--- src/rtl/pps_pkg.sv ---
`timescale 1ns / 1ps
// ----------------------------------------------------------------------------
// Point projection splatter package
// Shared codes, register indexes and the types that pass between the parts.
// ----------------------------------------------------------------------------
package pps_pkg;

  localparam logic [1:0] OP_PROJECT = 2'd0;
  localparam logic [1:0] OP_FILL    = 2'd1;

  localparam logic [2:0] ST_DRAWN   = 3'd0;
  localparam logic [2:0] ST_BEHIND  = 3'd1;
  localparam logic [2:0] ST_OUTSIDE = 3'd2;
  localparam logic [2:0] ST_FILLED  = 3'd3;
  localparam logic [2:0] ST_READ    = 3'd4;

  localparam int CFG_IDX_W = 4;
  localparam logic [CFG_IDX_W-1:0] REG_ROLL      = 4'd0;
  localparam logic [CFG_IDX_W-1:0] REG_PITCH     = 4'd1;
  localparam logic [CFG_IDX_W-1:0] REG_CAM_X     = 4'd2;
  localparam logic [CFG_IDX_W-1:0] REG_CAM_Y     = 4'd3;
  localparam logic [CFG_IDX_W-1:0] REG_CAM_Z     = 4'd4;
  localparam logic [CFG_IDX_W-1:0] REG_FOCAL_U   = 4'd5;
  localparam logic [CFG_IDX_W-1:0] REG_FOCAL_V   = 4'd6;
  localparam logic [CFG_IDX_W-1:0] REG_PRINCIPAL = 4'd7;

  localparam logic [31:0] RST_TRIG      = 32'd16384;
  localparam logic [23:0] RST_FOCAL     = 24'd524288;
  localparam logic [31:0] RST_PRINCIPAL = 32'd8388736;

  localparam int X_W   = 37;
  localparam int YZ_W  = 40;
  localparam int NUM_W = 63;
  localparam int DEN_W = 39;
  localparam int CNT_W = 6;

  typedef struct packed {
    logic [31:0]        roll_trig;
    logic [31:0]        pitch_trig;
    logic signed [31:0] cam_x;
    logic signed [31:0] cam_y;
    logic signed [31:0] cam_z;
    logic [23:0]        focal_u;
    logic [23:0]        focal_v;
    logic [31:0]        principal_point;
  } cfg_t;

  typedef struct packed {
    logic [1:0]              op;
    logic [31:0]             color;
    logic [15:0]             ridx;
    logic signed [X_W-1:0]   x;
    logic signed [YZ_W-1:0]  y;
    logic signed [YZ_W-1:0]  z;
  } cmd_t;

endpackage

--- src/rtl/pps_queue.sv ---
`timescale 1ns / 1ps
// ----------------------------------------------------------------------------
// Point projection splatter command queue
// Two-entry queue that lets the front and back ends stall independently.
// ----------------------------------------------------------------------------
module pps_queue (
  input  logic          clk,
  input  logic          rst,
  input  pps_pkg::cmd_t wr_data,
  input  logic          wr_valid,
  output logic          wr_ready,
  output pps_pkg::cmd_t rd_data,
  output logic          rd_valid,
  input  logic          rd_ready
);
  import pps_pkg::*;

  cmd_t       entries [2];
  logic       wr_ptr, rd_ptr;
  logic [1:0] count;
  logic       push, pop;

  assign wr_ready = (count != 2'd2);
  assign rd_valid = (count != 2'd0);
  assign rd_data  = entries[rd_ptr];
  assign push     = wr_valid && wr_ready;
  assign pop      = rd_valid && rd_ready;

  always_ff @(posedge clk) begin
    if (push) begin
      entries[wr_ptr] <= wr_data;
    end
  end

  always_ff @(posedge clk) begin
    if (rst) begin
      wr_ptr <= 1'b0;
      rd_ptr <= 1'b0;
      count  <= 2'd0;
    end else begin
      if (push) wr_ptr <= ~wr_ptr;
      if (pop)  rd_ptr <= ~rd_ptr;
      count <= count + 2'(push) - 2'(pop);
    end
  end

endmodule

--- config.mk ---
export PLATFORM = sky130hd
export DESIGN_NAME = pps_queue
export DESIGN_NICKNAME = d
export VERILOG_FILES = /design/src/rtl/pps_pkg.sv /design/src/rtl/pps_queue.sv
export SDC_FILE = /design/constraint.sdc
export NUM_CORES = 1
export LEC_CHECK = 0
export BUFFER_PORTS_ARGS = -buffer_cell sky130_fd_sc_hd__buf_2
export CAP_MARGIN = 20
export CORE_MARGIN = 1.5
export CORE_UTILIZATION = 52
export CTS_BUF_LIST = sky130_fd_sc_hd__clkbuf_4 sky130_fd_sc_hd__clkbuf_8 sky130_fd_sc_hd__clkbuf_16
export CTS_CLUSTER_SIZE = 25
export DETAILED_ROUTE_END_ITERATION = 8
export PLACE_DENSITY = 0.79
export SLEW_MARGIN = 20
export SYNTH_ARGS = -nofsm -noshare
export SYNTH_HDL_FRONTEND = slang
export SYNTH_SLANG_ARGS = --single-unit
--- constraint.sdc ---
create_clock -name clk -period 9.8 [get_ports clk]
set_input_delay 0.98 -clock clk [delete_from_list [all_inputs] [get_ports clk]]
set_output_delay 0.98 -clock clk [all_outputs]
set_load 0.01 [all_outputs]
# Yosys cells after proc, flatten, opt, wreduce, memory -nomap -nowiden
# Memory sizes are Yosys's and may differ from the RTL's. A register that Yosys moved wholly into a read port is not among the register bits.
# Index checks and enable logic that the tools add are counted.
# W data, S select, Z words.
# classes
magnitude_cmp,0
div,0
n_eq_ne,1
bitwise,2
reduce_logical,3
mux,4
n_addsub,2
mul,0
n_shift,0
# op_table
cell,count
$mux W1,4
$add A2 B1 Y2,1
$logic_and A1 B1 Y1,2
$ne A2 B2 Y1 const B,1
$not A1 Y1,2
$reduce_bool A2 Y1,1
$sub A2 B1 Y2,1
# totals
n_memories,1
inputBits,171
elab_cells,16
output_inout_bits,169
mem_bits_ro,0
ram_bits,334
latch_bits,0
register_bits,4
# mem_list
memory,words,width,read_ports,rd_ports_with_merged_regs,wr,line_no,rtl
entries,2,167,1,1,1,pps_queue.sv:18,cmd_t entries [2];

# Longest topological paths before layout
# Gate-level depths: netlist (run 1).
# depth
ltp_word,4
ltp_mapped,8
depth_no_buf,8

# Least setup slack after synthesis (run 1)
# No wires, ideal clock.
# synth_path
kind,in2reg
startpoint,input wr_valid
endpoint,memory entries[0][0] in the netlist's numbering (enable)
path_stages,2
path_buffers,0
slack_ns,1.109
setup_time_ns,0.696
required_time_ns,9.104
arrival_ns,7.995
path_cell_list,nand2_1 -> nor2_1
# synth_between
elab_chain_len,3
# synth_rtl
element,line_no,rtl
start: declaration,pps_queue.sv:10,"input logic wr_valid,"
$logic_and A1 B1 Y1,pps_queue.sv:26,assign push = wr_valid && wr_ready;
$mux W1,pps_queue.sv:30,if (push) begin
$mux W1 (not written as such),pps_queue.sv:31,entries[wr_ptr] <= wr_data;
end: declaration,pps_queue.sv:18,
# No other way between the ends.

==> results of run 1 <==
-- where the power goes --
group          switching (µW)  internal (µW)  total [µW]
sequential               83.0           1820        1910
combinational             474            504         978
clock                     509            776        1280
-- cells in the final DEF, fill, tap and decap left out, drive strengths merged --
master / n
clkinv: 9
inv: 4
and3: 1
clkinvlp: 1
mux2: 168
buf: 345
o21a: 1
or2: 1
nand2: 1
diode: 4
clkbuf: 47
ha: 2
nor2: 5
nor2b: 2
edfxtp: 334
bufinv: 3
dfxtp: 5
nand2b: 1
xor2: 1
xnor2: 2
-- worst max-delay path by stage --
stage / slack, ns / endpoint / cells after the start / startpoint
3_3_place_gp: 6.33 / rd_data[34] / 3 / flip-flop
5_1_grt: 5.67 / rd_data[31] / 3 / flip-flop
6_report: 5.84 / rd_data[26] / 3 / flip-flop
3_5_place_dp: 6.34 / rd_data[110] / 3 / flip-flop
2_1_floorplan: 1.11 / entries[0][0] / 2 / wr_valid
4_1_cts: 5.79 / rd_data[31] / 3 / flip-flop
-- area by class of cell --
class                      count  area (µm²)  share of cell area [%]
multi-input combinational    185        2500                    15.7
sequential                   339       10100                    63.6
clock buffer                  47         966                    6.06
clock inverter                16         163                    1.02
antenna                        4        10.0                  0.0628
inverter                       1        3.75                  0.0236
tap                          324         405                    2.54
timing repair buffer         345        1750                    11.0
-- flip-flops by register name, summed over array words and instances (netlist names), named ones only --
| signal | count |
|---|---|
| count | 2 |
| entries | 334 |
| rd_ptr | 1 |
| wr_ptr | 1 |
-- worst max-delay path, cell delays in order (launching register included) --
cell and delay [ns]:
dfxtp_4 0.97, buf_4 0.87, mux2_2 0.42, buf_2 0.14
-- cells by family (layout without fill, tap and decap cells) --
family	count (synthesis)	after routing	share of synthesized area, %
AND/OR/NAND/NOR	11	11	0.420
buffers and inverters	20	409	1.55
AO/OA/AOI/OAI	1	1	0.0586
other	0	4	0
XOR/XNOR	3	3	0.205
flip-flops	339	339	79.0
adder cells (fa/ha/maj)	2	2	0.195
multiplexers	168	168	18.6
-- stage by stage --
step           setup WS, ns  power, µW  cells
6_report               5.84       4170   1261
5_1_grt                5.67       4340   1260
4_1_cts                5.79       4220   1257
3_5_place_dp           6.34       2930   1194
3_3_place_gp           6.33       2900   1194
2_1_floorplan          1.11       2640    544
-- routing by layer --
layer  wire length [µm]  GRT usage, %  part of all wire [%]
met3               1990          5.82                   8.3
met4                677          7.01                   2.8
met2              12700          33.0                    53
met5                 27             0                  0.11
met1               8610          20.9                    36
-- synthesized netlist by cell type --
library cell	instances	area, µm²
and3_1	1	6.26
buf_2	3	15.0
buf_6	16	180
dfxtp_1	5	100
edfxtp_1	334	10000
ha_1	2	25.0
inv_1	1	3.75
mux2_2	38	428
mux2_4	130	1950
nand2_1	1	3.75
nand2b_1	1	6.26
nor2_1	5	18.8
nor2b_1	2	12.5
o21a_1	1	7.51
or2_2	1	6.26
xnor2_1	2	17.5
xor2_1	1	8.76
==> results.py, run 1 <==
metrics = {
    "placed_design": {
        "dpl_cell_area_um2": 14800,
        "io_buffer_count": 339,
        "place.gp.congestion": 0.758,
        "dp_hpwl_um": 15900,
    },
    "sta": {
        "fin_tns_setup_ns": 0,
        "worst_pin_slew_ns": 1.05,
        "finalCritPeriodShare_pct": 40.4,
        "finClkSkew_ns": 0.00985,
        "hold_viol_final": 0,
        "setup_violations": 0,
        "rsz0062_at_grt": "no",
        "period_needed_ns": 3.96,
        "holdWs_ns": 0.519,
        "fmax_mhz": 253,
        "maxSlewViolCount": 0,
        "slew_headroom_pct": 30.1,
    },
    "floorplan": {
        "rows": 57,
        "ios": 340,
        "die_w_um": 160,
        "dieArea_um2": 25600,
        "die_h_um": 160,
        "initial_core_util_pct": 52.9,
        "core_area_um2": 24200,
    },
    "logic_synthesis": {
        "syn_avg_cell_area_um2": 23.6,
        "yosysUniqueCellTypes": 17,
        "synth_fp_nets": 717,
        "syn_area_um2": 12800,
        "yosys_warnings": 0,
        "ys_ff_latch": 339,
        "synthCells": 544,
        "synth.yosys.seq_area_share_pct": 79.0,
    },
    "grt": {
        "antenna_found_initial": 6,
        "grt_pass1_wl_um": 36200,
        "grt_pass1_vias": 6599,
        "grt_overflow": 0,
        "track_usage_pct": 18.5,
        "grt_max_degree": 83,
    },
    "finish": {
        "final_util_pct": 65.7,
        "nFillCells": 1648,
        "syn_to_final_growth_pct": 24.3,
        "final_cell_area_um2": 15900,
        "layout-drive-gt1-share_pct": 61.6,
        "nets": 1080,
    },
    "worst_setup_path": {
        "arrival_ns": 2.98,
        "r2r_start": "count[0]",
        "r2r-end": "entries[0][55]",
        "cp_max_fo": 60,
        "crit_path_end_kind": "output pin",
        "crit_type": "flip-flop to output pin",
        "worstPathRequired_ns": 8.82,
        "startpoint_type": "flip-flop",
        "r2r_cells": 4,
        "regToRegSetupSlack_ns": 7.39,
    },
    "power": {
        "power_density_nw_per_um2": 262,
        "peakVddDrop_mv": 0.181,
        "leakagePower_uw": 0.00623,
    },
    "hold_path": {
        "hold_depth": 2,
        "hp-start": "rd_ptr",
        "hold_end": "rd_ptr",
        "min_path_type": "flip-flop to flip-flop",
    },
    "clock_network": {
        "numCtsBuffers": 35,
        "root_buffer": "clkbuf_16",
        "h-tree-depth": 2,
        "cts_tree": "yes",
        "cts.reportedPaths.clkPinSlew_ns": 0.05,
        "hold_buffers": 0,
        "cts_resized": 0,
        "clock_path_buffers": 3,
        "cts_setup_buffers": 0,
        "insertion_delay_ns": 0.50,
        "clock_sinks": 339,
    },
    "route": {
        "first_pass_iters": 4,
        "wl_per_cell_um": 19.0,
        "post-route-drc-count": 0,
        "vias": 6235,
        "first_iter_violations": 350,
        "postRouteAntennaNets": 0,
        "via_per_inst": 4.94,
        "drt-total-wl_um": 24000,
    },
    "status": {
        "outcome": "complete, no violations",
    },
    "job": {
        "maxCapViolations": 0,
    },
}
(Power assumes the default switching activity.)
==> inputs of run 2 (changes only) <==
--- a/config.mk
+++ b/config.mk
@@ -8,11 +8,11 @@
 export BUFFER_PORTS_ARGS = -buffer_cell sky130_fd_sc_hd__buf_2
 export CAP_MARGIN = 20
 export CORE_MARGIN = 1.5
-export CORE_UTILIZATION = 52
+export CORE_UTILIZATION = 47
 export CTS_BUF_LIST = sky130_fd_sc_hd__clkbuf_4 sky130_fd_sc_hd__clkbuf_8 sky130_fd_sc_hd__clkbuf_16
 export CTS_CLUSTER_SIZE = 25
 export DETAILED_ROUTE_END_ITERATION = 8
-export PLACE_DENSITY = 0.79
+export PLACE_DENSITY = 0.75
 export SLEW_MARGIN = 20
 export SYNTH_ARGS = -nofsm -noshare
 export SYNTH_HDL_FRONTEND = slang
==> constraint.sdc (replaced) <==
create_clock -name clk -period 3.3 [get_ports clk]
set_input_delay 0.33 -clock clk [delete_from_list [all_inputs] [get_ports clk]]
set_output_delay 0.33 -clock clk [all_outputs]
set_load 0.01 [all_outputs]
==> run 2 against run 1 <==
  * Sequential power increased to 3.0 times the previous value
  * Via count increased by 4.4%
  * Register-to-register slack got worse by 5.9 ns
  * Global-route usage decreased by 1.5 points
  * First-iteration DRC count decreased by 1.7%
  * Combinational power increased to 3.1 times the previous value
  * Die area increased by 10%
  * Hold slack got worse by 0.50 ns
  * Clock skew decreased by 0.0032 ns
==> results.py, run 2 (synthesis gave the netlist of run 1 again) <==
metrics = {
    "status": {
        "outcome": "complete, no violations",
    },
    "worst_setup_path": {
        "regToRegSetupSlack_ns": 1.47,
        "worstPathRequired_ns": 2.97,
        "crit_path_end_kind": "output pin",
        "slowest_delay_ns": 0.86,
        "startpoint_type": "flip-flop",
        "crit_chain": "buf_4 -> mux2_2 -> buf_2",
        "r2r-end": "entries[1][102]",
        "critPathSlowestCell": "dfxtp_4",
        "r2r_start": "count[0]",
        "cp-endpoint": "rd_data[32]",
        "r2r_cells": 3,
        "cp_max_fo": 42,
        "crit_type": "flip-flop to output pin",
        "arrival_ns": 2.26,
    },
    "route": {
        "first_pass_iters": 4,
        "vias": 6507,
        "wl_per_cell_um": 18.7,
        "post-route-drc-count": 0,
        "first_iter_violations": 344,
        "postRouteAntennaNets": 0,
        "via_per_inst": 4.89,
        "drt-total-wl_um": 24900,
    },
    "placed_design": {
        "dpl_cell_area_um2": 15000,
        "dp.cells": 1219,
        "pre_cts_slack_ns": 1.17,
        "dp_hpwl_um": 16000,
        "place.gp.congestion": 0.742,
        "io_buffer_count": 339,
    },
    "finish": {
        "largest_reg_flops": 334,
        "regMostFlops": "entries",
        "final_common_cell": "buf_2",
        "most-common-layout-cells": "buf_2 (339), edfxtp_1 (334), mux2_4 (130)",
        "final_cell_area_um2": 16600,
        "nets": 1132,
        "fin_cells": 1330,
        "layout-drive-gt1-share_pct": 59.5,
        "syn_to_final_growth_pct": 29.6,
        "reg_top3": "entries (334), count (2)",
        "nFillCells": 1964,
        "final_util_pct": 61.8,
    },
    "power": {
        "power_density_nw_per_um2": 764,
        "peakVddDrop_mv": 0.636,
        "p_clk_share_pct": 31.3,
        "sw_frac_of_total_pct": 25.5,
        "p_seq_share_pct": 44.5,
        "leakagePower_uw": 0.00650,
        "intPower_uw": 9450,
        "power.switching_uw": 3240,
        "comb_power_share_pct": 24.2,
    },
    "sta": {
        "fmax_mhz": 385,
        "period_needed_ns": 2.59,
        "worst_pin_slew_ns": 0.810,
        "setup_violations": 0,
        "rsz0062_at_grt": "no",
        "slew_headroom_pct": 46.0,
        "finClkSkew_ns": 0.00660,
        "maxSlewViolCount": 0,
        "timing.final.ws_setup_ns": 0.706,
        "finalCritPeriodShare_pct": 78.6,
        "fin_tns_setup_ns": 0,
        "hold_viol_final": 0,
    },
    "grt": {
        "track_usage_pct": 17.0,
        "grt_pass1_wl_um": 36600,
        "grt_overflow": 0,
        "grt_max_degree": 100,
        "grt_pass1_vias": 6744,
        "antenna_found_initial": 5,
    },
    "hold_path": {
        "hp-start": "wr_data[144]",
        "min_path_type": "input port to flip-flop",
    },
    "clock_network": {
        "cts_tree": "yes",
        "cts.reportedPaths.clkPinSlew_ns": 0.06,
        "numCtsBuffers": 35,
        "insertion_delay_ns": 0.49,
        "clock_path_buffers": 3,
        "cts_setup_buffers": 0,
        "h-tree-depth": 2,
        "root_buffer": "clkbuf_16",
        "cts_resized": 0,
        "clock_sinks": 339,
    },
    "floorplan": {
        "dieArea_um2": 28300,
        "rows": 60,
        "die_w_um": 168,
        "initial_core_util_pct": 47.7,
        "die_h_um": 168,
        "core_area_um2": 26900,
        "ios": 340,
    },
    "job": {
        "maxCapViolations": 0,
    },
}
[run 2: cell count changes in the layout (fill, tap and decap cells not counted), moves of 2 or more]
cell | before | now
clkbuf_4 | 12 | 2
clkbuf_8 | 0 | 3
inv_6 | 3 | 0
buf_4 | 5 | 7
buf_12 | 0 | 7
dlygate4sd3_1 | 0 | 44
clkinv_2 | 4 | 10
clkbuf_16 | 35 | 37
[run 2: layer usage]
metal | share of wire (%) | GRT usage [%]
met3 | 7.5 | 5.01
met1 | 37 | 18.9
met4 | 2.6 | 6.44
met5 | 0.044 | 0
met2 | 53 | 30.8
[run 2: cell type report]
type                            count  area [µm²]  area share, %
Tap cell                          341         427           2.57
Inverter                            1        3.75         0.0226
Clock buffer                       42         982           5.91
Clock inverter                     21         204           1.23
Antenna cell                        4        10.0         0.0603
Timing Repair Buffer              397        2330           14.0
Multi-Input combinational cell    185        2520           15.2
Sequential cell                   339       10100           61.0
[run 2: metrics by stage]
step | hold slack, ns | power, µW
3_3_place_gp | 0.491 | 8750
4_1_cts | 0.0000326 | 12800
6_report | 0.0224 | 12700
5_1_grt | 0.000623 | 13200
3_5_place_dp | 0.517 | 8810
2_1_floorplan | 0.394 | 7770
[run 2: worst min path at each step]
stage / to / slack (ns) / cells past startpoint
3_5_place_dp: rd_ptr / 0.52 / 2
2_1_floorplan: count[0] / 0.39 / 1
6_report: entries[0][144] / 0.02 / 1
3_3_place_gp: flip-flop / 0.49 / 2
4_1_cts: entries[0][132] / 0.00003 / 1
5_1_grt: entries[0][16] / 0.0006 / 1
[run 2: critical path: cells and delay by family (launching register included)]
family	cells	cell delay, ns
buffers and inverters	2	0.50
multiplexers	1	0.37
flip-flops	1	0.86
[run 2: what timing repair did]
| item | in CTS | in global routing |
|---|---|---|
| hold buffers | 36 | 8 |
| endpoints found under the hold margin | 68 | 14 |
| setup endpoints to repair | 0 | 0 |
[run 2: power by group through the flow]
stage / Clock [µW] / Combinational (µW) / Sequential (µW)
floorplan: 0 / 2130 / 5640
global placement: 0 / 3040 / 5710
detailed placement: 0 / 3070 / 5740
CTS: 4070 / 3120 / 5660
global route: 4220 / 3280 / 5700
finish: 3970 / 3080 / 5650
